<file path="src/sv/ccc_pkg.sv">
package ccc_pkg;

	localparam int ACC_BITS_DEFAULT = 64;
	localparam int FIFO_AW          = 2;

	localparam int CUR_W    = 25;
	localparam int BUS_W    = 17;
	localparam int CHARGE_W = 53;

	localparam logic [1:0] REG_OFFSET   = 2'd0;
	localparam logic [1:0] REG_GAIN     = 2'd1;
	localparam logic [1:0] REG_INTERVAL = 2'd2;

	localparam logic signed [15:0] OFFSET_RESET   = 16'sd0;
	localparam logic [23:0]        GAIN_RESET     = 24'd65536;
	localparam logic [7:0]         INTERVAL_RESET = 8'd10;

	// x / 5 for x < 2^16 as (x * 52429) >> 18
	localparam logic [15:0] DIV5_RECIP = 16'd52429;
	localparam int          DIV5_SHIFT = 18;
	localparam int          GAIN_FRAC  = 16;

	localparam logic [12:0] CHARGE_DIV = 13'd3600;
	localparam int          DIV_RADIX_BITS = 4;

	typedef struct packed {
		logic signed [15:0] current_offset;
		logic [23:0]        current_gain;
		logic [7:0]         report_interval;
	} cfg_t;

	typedef struct packed {
		logic [CUR_W-1:0] calib_ma;
		logic [BUS_W-1:0] bus_mv;
		logic             report_due;
	} side_t;

endpackage

</file>
<file path="src/sv/ccc_front.sv">
module ccc_front #(
	parameter int ACCUMULATOR_BITS = ccc_pkg::ACC_BITS_DEFAULT
) (
	input  logic                        clk,
	input  logic                        arst_n,
	input  ccc_pkg::cfg_t               cfg,
	input  logic                        in_valid,
	output logic                        in_ready,
	input  logic [15:0]                 current_word,
	input  logic [15:0]                 bus_word,
	input  logic                        q_full,
	output logic                        q_push,
	output logic [ACCUMULATOR_BITS-1:0] q_acc,
	output ccc_pkg::side_t              q_side
);

	localparam int AB = ACCUMULATOR_BITS;
	localparam int CW = ccc_pkg::CUR_W;
	localparam int BW = ccc_pkg::BUS_W;

	logic en;
	assign en = !q_full;
	assign in_ready = en;

	logic v_s1, v_s2, v_s3, v_s4;
	logic neg_s1;
	logic [15:0] mag_s1;
	logic [BW-1:0] bus_s1, bus_s2, bus_s3, bus_s4;
	logic [13:0] raw_s2;
	logic signed [16:0] diff_s3;
	logic signed [41:0] prod_s4;

	logic [AB-1:0] acc_q;
	logic [7:0] cnt_q;

	logic [18:0] bus_x5;
	logic [31:0] div5_p;
	logic [13:0] div5_q;

	assign bus_x5 = 19'(bus_word) + (19'(bus_word) << 2);
	assign div5_p = 32'(mag_s1) * 32'(ccc_pkg::DIV5_RECIP);
	assign div5_q = div5_p[ccc_pkg::DIV5_SHIFT +: 14];

	always_ff @(posedge clk or negedge arst_n) begin
		if (!arst_n) begin
			v_s1 <= 1'b0;
			v_s2 <= 1'b0;
			v_s3 <= 1'b0;
			v_s4 <= 1'b0;
		end else if (en) begin
			v_s1 <= in_valid;
			v_s2 <= v_s1;
			v_s3 <= v_s2;
			v_s4 <= v_s3;
		end
	end

	always_ff @(posedge clk) begin
		if (en) begin
			neg_s1  <= current_word[15];
			mag_s1  <= current_word[15] ? 16'(~current_word + 16'd1) : current_word;
			bus_s1  <= bus_x5[18:2];
			// truncation toward zero: divide the magnitude, then restore the sign
			raw_s2  <= neg_s1 ? 14'(~div5_q + 14'd1) : div5_q;
			bus_s2  <= bus_s1;
			diff_s3 <= $signed({{3{raw_s2[13]}}, raw_s2})
				- $signed({cfg.current_offset[15], cfg.current_offset});
			bus_s3  <= bus_s2;
			prod_s4 <= $signed({{25{diff_s3[16]}}, diff_s3})
				* $signed({18'd0, cfg.current_gain});
			bus_s4  <= bus_s3;
		end
	end

	logic [CW-1:0] corr;
	logic [AB-1:0] acc_next;
	logic [7:0] cnt_inc, iv_eff;
	logic due;

	// low bits of prod >>> 16
	assign corr     = prod_s4[ccc_pkg::GAIN_FRAC +: CW];
	assign acc_next = acc_q + {{(AB-CW){corr[CW-1]}}, corr};
	assign cnt_inc  = cnt_q + 8'd1;
	assign iv_eff   = (cfg.report_interval == 8'd0) ? 8'd1 : cfg.report_interval;
	assign due      = (cnt_inc >= iv_eff) || (cnt_inc == 8'd0);

	assign q_push = v_s4 && en;
	assign q_acc  = acc_next;
	assign q_side.calib_ma   = corr;
	assign q_side.bus_mv     = bus_s4;
	assign q_side.report_due = due;

	always_ff @(posedge clk or negedge arst_n) begin
		if (!arst_n) begin
			acc_q <= '0;
			cnt_q <= 8'd0;
		end else if (q_push) begin
			acc_q <= acc_next;
			cnt_q <= due ? 8'd0 : cnt_inc;
		end
	end

endmodule

</file>
<file path="src/sv/ccc_fifo.sv">
module ccc_fifo #(
	parameter int W  = 8,
	parameter int AW = ccc_pkg::FIFO_AW
) (
	input  logic         clk,
	input  logic         arst_n,
	input  logic         push,
	input  logic [W-1:0] wdata,
	input  logic         pop,
	output logic [W-1:0] rdata,
	output logic         full,
	output logic         empty
);

	localparam int DEPTH = 1 << AW;

	logic [W-1:0] mem_q [DEPTH];
	logic [AW-1:0] wptr_q, rptr_q;
	logic [AW:0] count_q;

	assign full  = (count_q == (AW+1)'(DEPTH));
	assign empty = (count_q == '0);
	assign rdata = mem_q[rptr_q];

	always_ff @(posedge clk) begin
		if (push) begin
			mem_q[wptr_q] <= wdata;
		end
	end

	always_ff @(posedge clk or negedge arst_n) begin
		if (!arst_n) begin
			wptr_q  <= '0;
			rptr_q  <= '0;
			count_q <= '0;
		end else begin
			if (push) begin
				wptr_q <= wptr_q + 1'b1;
			end
			if (pop) begin
				rptr_q <= rptr_q + 1'b1;
			end
			case ({push, pop})
				2'b10: count_q <= count_q + 1'b1;
				2'b01: count_q <= count_q - 1'b1;
				default: count_q <= count_q;
			endcase
		end
	end

endmodule

</file>
<file path="src/sv/ccc_back.sv">
module ccc_back #(
	parameter int ACCUMULATOR_BITS = ccc_pkg::ACC_BITS_DEFAULT
) (
	input  logic                          clk,
	input  logic                          arst_n,
	input  logic                          q_empty,
	output logic                          q_pop,
	input  logic [ACCUMULATOR_BITS-1:0]   q_acc,
	input  ccc_pkg::side_t                q_side,
	output logic                          out_valid,
	input  logic                          out_ready,
	output ccc_pkg::side_t                out_side,
	output logic [ccc_pkg::CHARGE_W-1:0]  out_charge
);

	localparam int AB  = ACCUMULATOR_BITS;
	localparam int RB  = ccc_pkg::DIV_RADIX_BITS;
	localparam int NST = (AB + RB - 1) / RB;
	localparam int DW  = NST * RB;
	localparam int QW  = ccc_pkg::CHARGE_W;

	logic adv;
	logic out_valid_q;

	assign adv   = !out_valid_q || out_ready;
	assign q_pop = adv && !q_empty;

	logic           val_s  [NST+1];
	logic           neg_s  [NST+1];
	ccc_pkg::side_t side_s [NST+1];
	logic [11:0]    rem_s  [NST+1];
	logic [DW-1:0]  work_s [NST+1];

	logic entry_neg;
	logic [AB-1:0] entry_mag;

	assign entry_neg = q_acc[AB-1];
	// most negative value gives 2^(AB-1), which is the right magnitude
	assign entry_mag = entry_neg ? (~q_acc + 1'b1) : q_acc;

	always_ff @(posedge clk or negedge arst_n) begin
		if (!arst_n) begin
			val_s[0] <= 1'b0;
		end else if (adv) begin
			val_s[0] <= q_pop;
		end
	end

	always_ff @(posedge clk) begin
		if (adv) begin
			neg_s[0]  <= entry_neg;
			side_s[0] <= q_side;
			rem_s[0]  <= 12'd0;
			work_s[0] <= DW'(entry_mag);
		end
	end

	// restoring division by 3600, RB quotient bits per stage, MSB first
	for (genvar k = 0; k < NST; k++) begin : g_div
		logic [11:0]   r;
		logic [DW-1:0] w;
		logic [12:0]   t;

		always_comb begin
			r = rem_s[k];
			w = work_s[k];
			t = '0;
			for (int j = 0; j < RB; j++) begin
				t = {r, w[DW-1]};
				w = {w[DW-2:0], 1'b0};
				if (t >= ccc_pkg::CHARGE_DIV) begin
					t = t - ccc_pkg::CHARGE_DIV;
					w[0] = 1'b1;
				end
				r = t[11:0];
			end
		end

		always_ff @(posedge clk or negedge arst_n) begin
			if (!arst_n) begin
				val_s[k+1] <= 1'b0;
			end else if (adv) begin
				val_s[k+1] <= val_s[k];
			end
		end

		always_ff @(posedge clk) begin
			if (adv) begin
				neg_s[k+1]  <= neg_s[k];
				side_s[k+1] <= side_s[k];
				rem_s[k+1]  <= r;
				work_s[k+1] <= w;
			end
		end
	end

	logic [QW-1:0] quot;
	logic [QW-1:0] charge;

	assign quot   = QW'(work_s[NST]);
	assign charge = !side_s[NST].report_due ? '0 : (neg_s[NST] ? (~quot + 1'b1) : quot);

	ccc_pkg::side_t out_side_q;
	logic [QW-1:0] out_charge_q;

	always_ff @(posedge clk or negedge arst_n) begin
		if (!arst_n) begin
			out_valid_q <= 1'b0;
		end else if (adv) begin
			out_valid_q <= val_s[NST];
		end
	end

	always_ff @(posedge clk) begin
		if (adv) begin
			out_side_q   <= side_s[NST];
			out_charge_q <= charge;
		end
	end

	assign out_valid  = out_valid_q;
	assign out_side   = out_side_q;
	assign out_charge = out_charge_q;

endmodule

</file>
<file path="src/sv/calibrated_coulomb_counter.sv">
// Calibrated coulomb counter. One sample per cycle is accepted while s_tready is high and one
// result per sample is returned, in order; with the output side ready the block sustains one
// transaction per clock. A sample passes through four front stages (magnitude, divide by five,
// offset, gain multiply), the accumulate on the way into the four-entry queue, the entry register
// from the queue into the divider, the signed divide by 3600 of the charge, which resolves four
// quotient bits per stage, and the output register. Back-pressure on the output fills the queue
// before the input side stalls. Configuration writes are taken at any clock with cfg_we high and
// must only be issued while no sample is in flight.
module calibrated_coulomb_counter #(
	parameter int ACCUMULATOR_BITS = ccc_pkg::ACC_BITS_DEFAULT
) (
	input  logic        clk,
	input  logic        arst_n,
	input  logic        s_tvalid,
	output logic        s_tready,
	input  logic [31:0] s_tdata,   // current_word[15:0], bus_word[31:16]
	output logic        m_tvalid,
	input  logic        m_tready,
	output logic [95:0] m_tdata,   // calib_ma[24:0], bus_mv[41:25], charge_tenth_mah[94:42]
	output logic [0:0]  m_tuser,   // report_due[0]
	input  logic        cfg_we,
	input  logic [1:0]  cfg_index,
	input  logic [23:0] cfg_wdata
);

	localparam int AB = ACCUMULATOR_BITS;
	localparam int FW = AB + $bits(ccc_pkg::side_t);

	ccc_pkg::cfg_t cfg_q;

	always_ff @(posedge clk or negedge arst_n) begin
		if (!arst_n) begin
			cfg_q.current_offset  <= ccc_pkg::OFFSET_RESET;
			cfg_q.current_gain    <= ccc_pkg::GAIN_RESET;
			cfg_q.report_interval <= ccc_pkg::INTERVAL_RESET;
		end else if (cfg_we) begin
			case (cfg_index)
				ccc_pkg::REG_OFFSET:   cfg_q.current_offset  <= cfg_wdata[15:0];
				ccc_pkg::REG_GAIN:     cfg_q.current_gain    <= cfg_wdata;
				ccc_pkg::REG_INTERVAL: cfg_q.report_interval <= cfg_wdata[7:0];
				default: ;
			endcase
		end
	end

	logic q_full, q_empty, q_push, q_pop;
	logic [AB-1:0] push_acc;
	ccc_pkg::side_t push_side;
	logic [FW-1:0] q_rdata;

	ccc_front #(
		.ACCUMULATOR_BITS(AB)
	) u_front (
		.clk          (clk),
		.arst_n       (arst_n),
		.cfg          (cfg_q),
		.in_valid     (s_tvalid),
		.in_ready     (s_tready),
		.current_word (s_tdata[15:0]),
		.bus_word     (s_tdata[31:16]),
		.q_full       (q_full),
		.q_push       (q_push),
		.q_acc        (push_acc),
		.q_side       (push_side)
	);

	ccc_fifo #(
		.W  (FW),
		.AW (ccc_pkg::FIFO_AW)
	) u_fifo (
		.clk    (clk),
		.arst_n (arst_n),
		.push   (q_push),
		.wdata  ({push_acc, push_side}),
		.pop    (q_pop),
		.rdata  (q_rdata),
		.full   (q_full),
		.empty  (q_empty)
	);

	ccc_pkg::side_t out_side;
	logic [ccc_pkg::CHARGE_W-1:0] out_charge;

	ccc_back #(
		.ACCUMULATOR_BITS(AB)
	) u_back (
		.clk        (clk),
		.arst_n     (arst_n),
		.q_empty    (q_empty),
		.q_pop      (q_pop),
		.q_acc      (q_rdata[FW-1 -: AB]),
		.q_side     (q_rdata[$bits(ccc_pkg::side_t)-1:0]),
		.out_valid  (m_tvalid),
		.out_ready  (m_tready),
		.out_side   (out_side),
		.out_charge (out_charge)
	);

	assign m_tdata = {1'b0, out_charge, out_side.bus_mv, out_side.calib_ma};
	assign m_tuser = out_side.report_due;

endmodule

</file>
<file path="config.mk">
export PLATFORM = sky130hd
export DESIGN_NAME = calibrated_coulomb_counter
export DESIGN_NICKNAME = d
export VERILOG_FILES = /design/src/sv/ccc_pkg.sv /design/src/sv/ccc_front.sv /design/src/sv/ccc_fifo.sv /design/src/sv/ccc_back.sv /design/src/sv/calibrated_coulomb_counter.sv
export SDC_FILE = /design/constraint.sdc
export NUM_CORES = 2
export LEC_CHECK = 0
export ABC_AREA = 1
export BUFFER_PORTS_ARGS = -buffer_cell sky130_fd_sc_hd__buf_4
export CORE_MARGIN = 3
export CORE_UTILIZATION = 63
export DETAILED_ROUTE_END_ITERATION = 10
export GPL_TIMING_DRIVEN = 0
export PLACE_DENSITY = 0.8
export SYNTH_ARGS = -nofsm -noshare
export SYNTH_HDL_FRONTEND = slang
export SYNTH_SLANG_ARGS = --single-unit
export TNS_END_PERCENT = 5
</file>
<file path="constraint.sdc">
create_clock -name clk -period 67.3 [get_ports clk]
set_input_delay 16.825 -clock clk [delete_from_list [all_inputs] [get_ports clk]]
set_output_delay 16.825 -clock clk [all_outputs]
set_load 0.1 [all_outputs]
</file>
# Word level (Yosys, flattened, before mapping)
# Memories as Yosys holds them, arrays and structs flattened.
# Cells that the tools add are included.
[op_classes]
order_cmp = 65
bitwise_logic = 4
reduce_logical = 15
n_addsub = 76
eq_ne = 5
mux = 139
mul = 2
[op_table]
columns = ["operator", "count"]
rows = [
  ["$ge 13x12->1 const B", 64],
  ["$mux 12", 64],
  ["$sub 12x12->12 const B", 64],
  ["$mux 1", 68],
  ["$add 64x1->64 const B", 1],
  ["$add 64x64->64", 1],
  ["$mux 64", 1],
  ["$not 64->64", 1],
  ["$add 53x1->53 const B", 1],
  ["$mux 53", 1],
  ["$not 53->53", 1],
  ["$mul 17x25->41", 1],
  ["$mul 16x16->32 const B", 1],
  ["$add 16x18->19", 1],
  ["$sub 14x16->17", 1],
  ["$add 16x1->16 const B", 1],
  ["$logic_not 8->1", 2],
  ["$mux 8", 2],
  ["$not 16->16", 1],
  ["$mux 15", 1],
  ["$add 14x1->14 const B", 1],
  ["$mux 14", 1],
  ["$not 14->14", 1],
  ["$add 8x1->8 const B", 1],
  ["15 further kinds", 24],
]
[totals]
mem_bits_rw = 2468
n_memories = 5
elab_cells = 355
output_inout_bits = 99
ff_bits = 402
in_bits = 63
[memory_table]
columns = ["memory", "words", "width", "rd", "rd_clocked_by_memory_dff", "wr", "line_no", "text"]
rows = [
  ["u_back.work_s", 17, 64, 17, 0, 17, "ccc_back.sv:32", "logic [DW-1:0] work_s [NST+1];"],
  ["u_back.side_s", 17, 43, 17, 0, 17, "ccc_back.sv:30", "ccc_pkg::side_t side_s [NST+1];"],
  ["u_fifo.mem_q", 4, 107, 1, 0, 1, "ccc_fifo.sv:17", "logic [W-1:0] mem_q [DEPTH];"],
  ["u_back.rem_s", 17, 12, 16, 0, 17, "ccc_back.sv:31", "logic [11:0] rem_s [NST+1];"],
  ["u_back.neg_s", 17, 1, 17, 0, 17, "ccc_back.sv:29", "logic neg_s [NST+1];"],
]

# Longest topological paths before layout
# An unclocked memory read counts as a cell.
[depth]
ltp_word = 9
mapped_depth = 34
ltp_nobuf = 34

# By module
# From an unflattened synthesis, not the netlist that was laid out.
[hier_totals]
cells_unflattened = 11159
hier_area_um2 = 128094.1
[by_module_without_submodules]
columns = ["module", "area_per_inst_um2", "n_inst", "cells_each", "seq_area_each_um2"]
rows = [
  ["ccc_back", 75148.3, 1, 5366, 57084.7],
  ["ccc_front", 33358.2, 1, 4280, 6135.9],
  ["ccc_fifo", 17554.3, 1, 1297, 13027.5],
  ["calibrated_coulomb_counter", 2033.2, 1, 216, 1204.9],
]

# Least setup slack after synthesis
# Ideal clock, no wire load.
[synth_path]
path_kind = "input to register"
from = "input port m_tready"
to = "memory u_back.neg_s[0][0], enable pin"
setup_ns = 2.960
required_time_ns = 64.340
arrival_ns = 67.559
n_path_buf = 2
setup_slack_ns = -3.220
stages = 4
cell_sequence = "nor2_1 -> clkbuf_1 -> inv_1 -> clkbuf_1"
[synth_lines]
columns = ["element", "line_no", "text"]
rows = [
  ["from (decl)", "calibrated_coulomb_counter.sv:18", "input logic m_tready,"],
  ["to (decl)", "ccc_back.sv:29", ""],
]

# Final worst setup path
[layout_path]
from = "input port m_tready"
to = "register u_back.out_charge_q[24] (netlist: u_back.out_charge[24]), enable pin"
[layout_between]
elab_chain_len = 1
[layout_lines]
columns = ["element", "line_no", "text"]
rows = [
  ["$logic_or 1x1->1", "ccc_back.sv:25", "assign adv = !out_valid_q || out_ready;"],
  ["via u_back.adv", "ccc_back.sv:22", "logic adv;"],
  ["to (signal assigned)", "ccc_back.sv:117", "out_charge_q <= charge;"],
  ["to (decl)", "ccc_back.sv:104", "logic [QW-1:0] out_charge_q;"],
]
# The timed path passes the listed nets, and every way through them passes these cells.
# A chain may end at the register's enable or synchronous reset.

==> metrics.md <==
| Metric | Value |
|---|---|
| Post-synth cell types | between 70 and 80 |
| Cell count after synthesis | roughly 10000 |
| Status | finished with violations |
| Startpoint types | input pin |
| Final TNS setup | 0 ps |
| DP Worst Slack | ~47000 ps |
| Yosys warns | 0 |
| Nets@finish | approximately 12000 |
| Worst-path clk slew | roughly 70 ps |
| Slew Viols, Final | 0 |
| CP peak stage delay | slightly above 500 ps |
| Layout cells sized above 1 | roughly a tenth |
| Crit-path max FO | ~130 |
| CP Cell Sequence | buf_4 > nor2_1 > clkbuf_1 > inv_1 > clkbuf_8 > buf_16 > buf_16 > buf_16 > buf_16 |
| Post-CTS setup buffer count | 0 |
| Failing checks | DRC |
| DR vias/cell | around 5.6 |
| IO Pins | roughly 160 |
| Worst Skew | around 61 ps |
| RSZ-0062 raised after global routing | no |
| Post_cts resized | 0 |
| Post-DRT Antenna Nets | 0 |
| Num CTS Buffers | 274 |
| Final WS setup | about 48000 ps |
| Residual DRC count | 2 |
| Final Util | just over 70% |
| Worst Tran Pin Value | between 1000 and 1500 ps |
| Routed WL | between 200000 and 300000 µm |
| Placed instance area | between 100000 and 150000 µm² |
| Slowest stage cell, crit path | clkbuf_8 |
| Area grow syn2layout | 11.30% |
| DR iter-0 viols | about 6900 |
| EDFF count, synth | about 2400 |
| Synth Cell Area | about 120000 µm² |
| Vias in the first global route | roughly 76000 |
| CTS tree | built |
| Finished Cell Area | roughly 140000 µm² |
| Final setup vio count | 0 |
| CP Capture Type | register |
| Gr ovfl total | 0 |
| DIE AREA | 200500 µm² |
| Via count | 75551 |
| Post-cts hold buffer count | 0 |
| GRT Util Overall | a little over a quarter |
| Final Hold Viols | 0 |
| Critical Path RT | around 68000 ps |
| Port-buffer cells | between 150 and 200 |
| Min cycle time layout | between 15000 and 20000 ps |
| CP most frequent cell | buf_16 |
| # fillers | 12456 |
| R2R Setup Slk | between 50000 and 60000 ps |
| Syn avg cell area | roughly 12 µm² |
| Type of the worst min-delay path | reg -> reg |
| # Max-Cap Violations | 0 |
| Worst skew pair latency | about 930 ps |
| Syn nets | approximately 11000 |
| Final Wtd Congestion | roughly 0.95 |
| CP Class | in -> reg |
| Root Buffer | clkbuf_16 |
| Rows | about 160 |
| Period utilization | between 20% and 30% |
| Fmax | ~51 MHz |
| Post-DR wirelength/cell | between 15 and 20 µm |
| Die Span Y | about 450 µm |
| First-pass GRT wire length | 408600 µm |
| Worst slew margin | 10.51% |
| Die width | about 450 µm |
| Initial antenna violation count | 7 |
| Sequential element share of the synthesized area | a little over three fifths |
| Async S/R FF share, synth | 5.757% |
| Detailed-router iteration count before antenna repair | 10 |
| Initial core utilization | around 64% |
| Synthesized flop and latch total | between 2000 and 3000 |
| Top_reg_cell synth | edfxtp_1 |
| Data arrival at the endpoint of the critical path | ~20000 ps |
| Largest net degree at the start of global routing | 135 |
| Core area | around 190000 µm² |
| CTS Sinks | ~2600 |
| CTS H-tree lvls | 5 |
| Post-DP HPWL | ~170000 µm |
| CTS max path bufs | 4 |
-- state kept, by name, indices dropped and copies added, names as in the netlist, 25 cells and up --
register	flops
u_back.work_s	858
u_back.side_s	731
u_fifo.mem_q	428
u_back.rem_s	168
u_front.acc_q	64
u_back.out_charge	53
cfg_q	48
u_back.out_side	43
u_front.prod_s4	25
-- placed cells by master (no fill, tap or decap), types with 208 or more instances in the layout --
cell type and count:
nand2_1 2152, xor2_1 277, ha_1 438, edfxtp_1 2439, clkbuf_1 208, nand3_1 425
nor2_1 475, a21oi_1 342, clkbuf_16 280, fa_1 413, o21ai_0 346, inv_1 1434
-- final cells by class --
| cell class | instances | area [µm²] | area share [%] |
|---|---|---|---|
| flip-flops and latches | 2588 | 76970 | 56.26 |
| multi-input cells | 5896 | 39420 | 28.81 |
| clock buffers | 335 | 7253 | 5.302 |
| inverters | 1502 | 5655 | 4.134 |
| well taps | 2526 | 3161 | 2.310 |
| repair buffers | 197 | 2118 | 1.548 |
| clock inverters | 138 | 1301 | 0.9511 |
| plain buffers | 212 | 924.6 | 0.6758 |
| diodes | 3 | 7.507 | 0.005487 |
-- final timing paths --
| kind | cells past startpoint | from | to |
|---|---|---|---|
| min | 0 | u_back.side_s[0][29]$_DFFE_PP_ | u_back.side_s[0][72]$_DFFE_PP_ |
| min in group asynchronous | 1 | arst_n | u_front.acc_q[46]$_DFFE_PN0P_ |
| max reg2reg | 28 | cfg_q[24]$_DFFE_PN1P_ | u_front.prod_s4[39]$_DFFE_PN_ |
| max | 9 | m_tready | u_back.out_charge[24]$_SDFFCE_PN0P_ |
| max in group asynchronous | 2 | arst_n | cfg_q[1]$_DFFE_PN1P_ |
| min reg2reg | 0 | u_back.side_s[0][29]$_DFFE_PP_ | u_back.side_s[0][72]$_DFFE_PP_ |
-- logic make-up after synthesis --
| kind of cell | share of synthesized area [%] |
|---|---|
| mux | 0.07329 |
| xor+xnor | 2.770 |
| flops | 62.62 |
| compound gates | 4.778 |
| other cells | 0.003051 |
| buf+inv | 5.345 |
| fa+ha+maj | 11.18 |
| simple gates | 13.23 |
-- worst max-delay path: cells and delay by family --
family | cells | cell delay (ps)
buffers and inverters | 8 | 2760
AND/OR/NAND/NOR | 1 | 60
-- cell usage after synthesis (7+ instances only) --
library cell | instances | share of area, %
a21boi_0 | 13 | 0.079
o21a_1 | 11 | 0.067
nor2_1 | 479 | 1.5
nand2_2 | 132 | 0.67
and3_1 | 12 | 0.061
o31ai_1 | 11 | 0.067
nand3_1 | 425 | 1.7
nor3_1 | 81 | 0.33
dfrtp_1 | 146 | 3.0
nand2_4 | 63 | 0.58
clkbuf_1 | 158 | 0.48
o21ai_0 | 346 | 1.4
buf_6 | 11 | 0.10
xor2_1 | 277 | 2.0
nor2_2 | 64 | 0.33
nand4_1 | 70 | 0.36
nor2_4 | 30 | 0.27
o21ai_1 | 41 | 0.17
ha_1 | 438 | 4.5
o21ai_2 | 30 | 0.21
buf_2 | 17 | 0.069
inv_2 | 58 | 0.18
a32o_1 | 51 | 0.42
o21bai_1 | 15 | 0.092
or2_2 | 23 | 0.12
a31oi_1 | 42 | 0.21
xnor2_1 | 108 | 0.77
inv_1 | 1434 | 4.4
o22ai_1 | 45 | 0.23
mux2_2 | 8 | 0.073
edfxtp_1 | 2439 | 60
nor4_1 | 26 | 0.13
a21oi_1 | 342 | 1.4
nand2_1 | 2153 | 6.6
nand3_2 | 19 | 0.15
clkinv_1 | 7 | 0.021
buf_1 | 24 | 0.073
and2_1 | 10 | 0.051
o211ai_1 | 15 | 0.092
nand3b_1 | 32 | 0.20
fa_1 | 413 | 6.7
-- metrics by stage --
stage | instances | hold WS (ps)
after global routing | 13395 | 367.4
after CTS | 13394 | 365.2
after detailed placement | 12921 | 404.5
final | 13397 | 378.1
after floorplan | 10198 | 400.3
after global placement | 12884 | 400.0
-- routing by layer --
layer,global-route usage (%),vias to the layer above,part of all wire [%]
met5,0,-,0.0089
met4,9.874,2,3.8
met3,5.063,739,7.9
met2,43.41,3173,49
met1,34.29,36425,39
li1,-,35212,-
Power is left out: the tool's default activity adds up to more than one toggle a clock period on the data nets, which glitch-free logic cannot reach.
